**config.mk**
```make
export PLATFORM = sky130hd
export DESIGN_NAME = tlpc_check
export DESIGN_NICKNAME = d
export VERILOG_FILES = /design/src/hw/rtl/tlpc_pkg.sv /design/src/hw/rtl/tlpc_check.sv
export SDC_FILE = /design/constraint.sdc
export NUM_CORES = 1
export LEC_CHECK = 0
export ABC_CLOCK_PERIOD_IN_PS = 3300
export BUFFER_PORTS_ARGS = -buffer_cell sky130_fd_sc_hd__buf_2
export CAP_MARGIN = 20
export CORE_ASPECT_RATIO = 1.1
export CORE_MARGIN = 2
export CORE_UTILIZATION = 40
export DETAILED_ROUTE_END_ITERATION = 10
export PLACE_DENSITY = 0.94
export SLEW_MARGIN = 5
export SYNTH_ARGS = -nofsm -noshare
export SYNTH_HDL_FRONTEND = slang
export SYNTH_SLANG_ARGS = --single-unit
export TNS_END_PERCENT = 100
```
**constraint.sdc**
```tcl
create_clock -name vclk -period 3.3
set_input_delay 0 -clock vclk [all_inputs]
set_output_delay 0 -clock vclk [all_outputs]
set_load 0.02 [all_outputs]
```
**src/hw/rtl/tlpc_pkg.sv**
```systemverilog
// ----------------------------------------------------------------------------
// tlpc_pkg
// shared types, opcodes and sizes of the tilelink protocol checker
// ----------------------------------------------------------------------------
`default_nettype none

package tlpc_pkg;

	// fixed field widths of one sampled word
	localparam int OpcodeW = 3;
	localparam int ParamW  = 3;
	localparam int SizeW   = 4;
	localparam int SourceW = 4;
	localparam int AddrW   = 32;
	localparam int MaskW   = 8;
	localparam int SinkW   = 4;

	// widest lane vector the alignment window can reach
	localparam int LaneW = 64;

	// burst control snapshots
	localparam int ACtlW = OpcodeW + ParamW + SizeW + SourceW + AddrW;
	localparam int DCtlW = OpcodeW + ParamW + SizeW + SourceW + SinkW + 1;

	// parameter defaults
	localparam int DefBeatBytes  = 8;
	localparam int DefSourceBits = 4;

	// channel select
	localparam logic ChanA = 1'b0;
	localparam logic ChanD = 1'b1;

	// a channel opcodes
	localparam logic [OpcodeW-1:0] OpPutFull    = 3'd0;
	localparam logic [OpcodeW-1:0] OpPutPartial = 3'd1;
	localparam logic [OpcodeW-1:0] OpArithmetic = 3'd2;
	localparam logic [OpcodeW-1:0] OpLogical    = 3'd3;
	localparam logic [OpcodeW-1:0] OpGet        = 3'd4;
	localparam logic [OpcodeW-1:0] OpIntent     = 3'd5;

	// d channel opcodes
	localparam logic [OpcodeW-1:0] OpAccessAck     = 3'd0;
	localparam logic [OpcodeW-1:0] OpAccessAckData = 3'd1;
	localparam logic [OpcodeW-1:0] OpHintAck       = 3'd2;
	localparam logic [OpcodeW-1:0] OpGrantData     = 3'd5;

	typedef struct packed {
		logic               op;
		logic               valid_req;
		logic               ready_req;
		logic [OpcodeW-1:0] opcode;
		logic [ParamW-1:0]  param;
		logic [SizeW-1:0]   size;
		logic [SourceW-1:0] source;
		logic [AddrW-1:0]   address;
		logic [MaskW-1:0]   mask;
		logic [SinkW-1:0]   sink;
		logic               error;
	} sample_t;

	typedef struct packed {
		logic size_mismatch;
		logic wrong_response;
		logic misaligned;
		logic mask_extra_lane;
		logic mask_missing_lane;
		logic burst_unstable;
	} result_t;

	// per-source request record
	typedef struct packed {
		logic [OpcodeW-1:0] opc;
		logic [SizeW-1:0]   sz;
	} rec_t;

	localparam rec_t RecReset = '{opc: OpIntent, sz: '0};

	// write port of the request table
	typedef struct packed {
		logic               en;
		logic [SourceW-1:0] source;
		rec_t               data;
	} rec_wr_t;

endpackage

`default_nettype wire

```
**src/hw/rtl/tlpc_check.sv**
```systemverilog
// ----------------------------------------------------------------------------
// tlpc_check
// per-word checks: response against record, alignment and byte lanes
// ----------------------------------------------------------------------------
`default_nettype none

module tlpc_check #(
	parameter int BEAT_BYTES = tlpc_pkg::DefBeatBytes
) (
	input  wire tlpc_pkg::sample_t smp,
	input  wire tlpc_pkg::rec_t    rec,
	input  wire logic              a_unstable,
	input  wire logic              d_unstable,
	output tlpc_pkg::result_t      res
);

	localparam int LogBb = $clog2(BEAT_BYTES);
	localparam logic [tlpc_pkg::LaneW-1:0] LaneAll =
		{tlpc_pkg::LaneW{1'b1}} >> (tlpc_pkg::LaneW - BEAT_BYTES);

	logic [5:0]                    offset;
	logic [6:0]                    run_sh;
	logic [tlpc_pkg::LaneW-1:0]    lane_run;
	logic [tlpc_pkg::LaneW-1:0]    active;
	logic [tlpc_pkg::LaneW-1:0]    mask_ext;
	logic [tlpc_pkg::AddrW-1:0]    low_addr;
	logic                          bad_rsp;

	assign offset   = smp.address[5:0] & 6'(BEAT_BYTES - 1);
	// narrow transfers cover two to the power size lanes
	assign run_sh   = 7'(tlpc_pkg::LaneW) - (7'd1 << smp.size);
	assign lane_run = (smp.size >= tlpc_pkg::SizeW'(LogBb)) ? LaneAll
		: ({tlpc_pkg::LaneW{1'b1}} >> run_sh);
	assign active   = lane_run << offset;
	assign mask_ext = tlpc_pkg::LaneW'(smp.mask);
	assign low_addr = smp.address & ~({tlpc_pkg::AddrW{1'b1}} << smp.size);

	always_comb begin
		bad_rsp = 1'b0;
		case (rec.opc) inside
			tlpc_pkg::OpGet, tlpc_pkg::OpArithmetic, tlpc_pkg::OpLogical: begin
				bad_rsp = (smp.opcode != tlpc_pkg::OpAccessAckData);
			end
			tlpc_pkg::OpPutFull, tlpc_pkg::OpPutPartial: begin
				bad_rsp = (smp.opcode != tlpc_pkg::OpAccessAck);
			end
			tlpc_pkg::OpIntent: begin
				bad_rsp = (smp.opcode != tlpc_pkg::OpHintAck);
			end
			default: begin
				bad_rsp = 1'b0;
			end
		endcase
	end

	always_comb begin
		res = '0;
		if (smp.op == tlpc_pkg::ChanD) begin
			res.size_mismatch  = smp.valid_req && (rec.sz != smp.size);
			res.wrong_response = smp.valid_req && bad_rsp;
			res.burst_unstable = d_unstable;
		end else begin
			res.misaligned        = smp.valid_req && (low_addr != '0);
			res.mask_extra_lane   = smp.valid_req && ((~active & mask_ext) != '0);
			res.mask_missing_lane = smp.valid_req && (smp.opcode != tlpc_pkg::OpPutPartial)
				&& (active != mask_ext);
			res.burst_unstable    = a_unstable;
		end
	end

endmodule

`default_nettype wire

```
* Word-level counts from Yosys, hierarchy flattened
Cells that the tools add are included.
W data, S select, Z words.
** Storage, ports and cells
- Register bits :: 0
- Input bits :: 71
- Output and inout port bits :: 6
** Cells by class
- $add $sub $neg :: 1
- Magnitude comparators :: 1
- Eq/ne operators :: 9
- Shift operators :: 4
- Mux-type cells :: 7
- Bitwise gates (word level) :: 4
- Reduce and logical (&&, ||, !) cells :: 12
** Operators with widths (count)
- $and A64 B8 Y64 :: 1
- $mux W64 :: 1
- $ne A64 B8 Y1 :: 1
- $not A64 Y64 :: 1
- $reduce_bool A64 Y1 :: 1
- $shl A64 B3 Y64 :: 1
- $shr A64 B7 Y64 const A :: 1
- $and A32 B32 Y32 :: 1
- $not A32 Y32 :: 1
- $reduce_bool A32 Y1 :: 1
- $shl A32 B4 Y32 const A :: 1
- $shl A1 B4 Y7 const A :: 1
- $sub A7 B7 Y7 const A :: 1
- $eq A3 B2 Y1 const B :: 2
- $eq A3 B3 Y1 const B :: 2
- $logic_and A1 B1 Y1 :: 6
- $ge A4 B2 Y1 const B :: 1
- $mux W1 :: 4
- $ne A4 B4 Y1 :: 1
- $eq A3 B1 Y1 const B :: 1
- $logic_not A3 Y1 :: 1
- $mux W3 :: 1
- $ne A3 B1 Y1 const B :: 1
- $ne A3 B2 Y1 const B :: 1
- 4 further kinds :: 4

* Depth between registers and ports, before layout
- Depth in word-level cells :: 10
- Gate-level depth with buffers :: 16
- Gate-level depth less buffers :: 15

* Least setup slack after synthesis
Ideal clock, no wire load.
- Path kind :: in2out
- Start :: input smp[51] (netlist name)
- End :: output res[1] (netlist name)
- Data arrival time :: 2.894 ns
- Setup slack :: 0.406 ns
- Stages :: 14
- Path buffers :: 1
- Cell sequence :: buf_2 or2_1 nor2_1 nand2_1 ha_1 ha_1 a41oi_1 o22ai_1 or3_1 ha_1 nand4_1 nor3_1 o221ai_1 nor3b_1
** RTL lines
- start: declaration :: line tlpc_check.sv:10 : input wire tlpc_pkg::sample_t smp,
- end: declaration :: line tlpc_check.sv:14 : output tlpc_pkg::result_t res

==> impl_metrics.csv <==
group,metric,value,unit
finish,final_area,0.001122,mm2
worst_setup_path,worst-setup-path-type,"in2out",
worst_setup_path,endpoint,"res[1]",
finish,seq_area,0,um2
pwr,vdd_ir_drop_max,0.07006,mV
floorplan,fp.dieH,52.73,um
synthesis,ys_top_cells_by_area,"ha_1 (19%), a21oi_1 (7.5%), o21ai_0 (5.8%)",
sta,fmax,0.3345,GHz
floorplan,num_io_pins,77,
worst_setup_path,crit_slowest_cell,"ha_1",
finish,nets,257,
drt,drt_iter0_markers,26,
place,place_congestion,0.9024,
finish,n_fill_cell,215,
sta,report.final.slew_viol_count,0,
worst_setup_path,startpoint,"smp[51]",
place,numPortBuffers,47,
drt,dr.pass1.iters,4,
synthesis,yosysTopAreaCell,"ha_1",
job,maxCapViolCount,0,
global_route,grt_pass1_vias,981,
worst_setup_path,endpoint_kind,"output pin",
worst_setup_path,critPathLaunchType,"input port",
worst_setup_path,slowest_delay,400,ps
sta,rsz0062_at_grt,"false",
synthesis,ys_types,39,
place,detailed_place_hpwl,1913,um
sta,worstMarginPinSlew,420.1,ps
synthesis,ys_seq_area_frac,0,
finish,drive_gt1_frac,0.3275,
sta,finalSetupTns,0,ps
drt,drc,0,
floorplan,initial_core_util,0.4272,
global_route,grt_max_degree,15,
sta,whs,307.2,ps
pwr,p_leak,0.0005049,uW
sta,final_hold_viol_count,0,
floorplan,rows,17,
worst_setup_path,crit_cells,15,
worst_setup_path,cp_data_arrival_time,2990,ps
floorplan,die_x,48.30,um
pwr,p_total,129.7,uW
hold_path,min_path_cells,3,
synthesis,syn_inst,128,
finish,nClkBuffers,0,
cts,postCtsSetupRepairBufs,0,
worst_setup_path,path_common_cell,"ha_1",
place,placed_cell_area,0.001121,mm2
synthesis,synth_area,863.3,um2
global_route,grt_overflow,0,
finish,multi_input_area,810.8,um2
drt,viasPerCell,5.518,
synthesis,synth_common_cells,"a21oi_1 (13), ha_1 (13), nand2_1 (12), nor2_1 (11), o21ai_0 (10)",
hold_path,hp-class,"in2out",
sta,slew_headroom,0.7192,
finish,n_antenna_cell,0,
global_route,grt_pass1_wl,3801,um
finish,areaGrowthSynthToFinish,30.00,%
outcome,status,"finished clean",
worst_setup_path,critPathBufInv,2,
sta,setup_viol,0,
sta,final.period_utilization,0.9060,
synthesis,syn-num-nets,212,
global_route,grt_antenna_before_repair,0,
drt,ant_nets,0,
worst_setup_path,cp_top_family,"simple AND/OR/NAND/NOR gates",
synthesis,syn_area_per_cell,6.745,um2
drt,routed_wl,2300,um
worst_setup_path,critPathRequiredTime,3300,ps
global_route,grt_usage,0.1959,
sta,fin_crit,2990,ps
floorplan,dieArea,0.002546,mm2
worst_setup_path,cp_max_fo,10,
synthesis,synth.top_cell.area_share,0.1884,
worst_setup_path,cp_cell_sequence,"buf_2, or2_1, nor2_1, nand2_1, ha_1, ha_1, a41oi_1, o22ai_1, a211o_1, ha_1, nand4_1, nor3_1, o221ai_1, nor3b_1, buf_2",
finish,seq_cells,0,
drt,routedWlPerCell,11.56,um
synthesis,yosys_warnings,0,
floorplan,coreArea,0.002021,mm2
drt,vias,1098,
pwr,p_per_area,115.6,mW/mm2
tightest hold or removal path: stages:
cell,delay (ps)
buf_2,100
a211oi_1,60
buf_2,150
layout make-up:
| cell class | count | area share |
|---|---|---|
| repair buffers | 49 | 0.2230 |
| inverters | 7 | 0.02341 |
| multi-input cells | 115 | 0.7224 |
| well taps | 28 | 0.03122 |
power breakdown:
| group | internal [uW] | leakage (uW) | switching, uW | total, uW |
|---|---|---|---|---|
| clock network | 0 | 0 | 0 | 0 |
| registers | 0 | 0 | 0 | 0 |
| logic | 58.7 | 0.000505 | 71.0 | 130 |
per-stage QoR:
step	setup slack [ps]	utilization	instances
2_1_floorplan	406.0	-	128
3_3_place_gp	360.5	0.5548	199
3_5_place_dp	313.8	0.5548	199
4_1_cts	305.3	0.5548	199
5_1_grt	48.51	0.5554	199
6_report	310.2	0.5554	199
how the worst min path moves through the flow:
stage	startpoint	end	slack [ps]
after global placement	rec[5]	res[4]	310
after floorplan	rec[6]	res[4]	130
after detailed placement	rec[5]	res[4]	310
after global routing	rec[5]	res[4]	320
final	rec[5]	res[4]	310
after CTS	rec[5]	res[4]	310
cell families (layout without fill, tap and decap cells):
| kind of cell | count (synthesis) | count (layout) | synth area share |
|---|---|---|---|
| mux | 4 | 4 | 0.06376 |
| xor+xnor | 4 | 4 | 0.04058 |
| fa+ha+maj | 13 | 13 | 0.1884 |
| simple gates | 46 | 46 | 0.2783 |
| compound gates | 48 | 48 | 0.3667 |
| buf+inv | 13 | 56 | 0.06233 |
metal layers:
metal | vias up | GRT usage | wire (um) | part of all wire
li1 | 576 | - | - | -
met1 | 472 | 0.2657 | 1081 | 0.47
met2 | 50 | 0.3509 | 1085 | 0.47
met3 | 0 | 0 | 133 | 0.058
met4 | 0 | 0.009009 | 0 | 0
met5 | - | 0 | 0 | 0
cells in the final DEF, fill, tap and decap left out, types with 2 or more instances in the layout:
master,synthesis,final
a211o_1,2,2
a211oi_1,3,3
a21oi_1,13,13
a22oi_1,2,2
a31oi_1,2,2
a41oi_1,3,3
buf_2,4,47
buf_4,0,2
ha_1,13,13
inv_1,7,7
mux2_2,2,2
nand2_1,12,12
nand2b_1,4,4
nand3_1,3,3
nand4_1,2,2
nand4b_1,2,2
nor2_1,11,11
nor3b_1,2,2
nor4_1,2,2
o21ai_0,10,10
o221ai_1,2,2
o22ai_1,5,5
xnor2_1,4,4
what timing repair did:
action                                  in CTS  in global routing
hold buffers                                 0                  0
resized for setup                            0                  1
endpoints found under the setup margin       0                  1
Note: power is estimated with default switching activity, not from simulation.
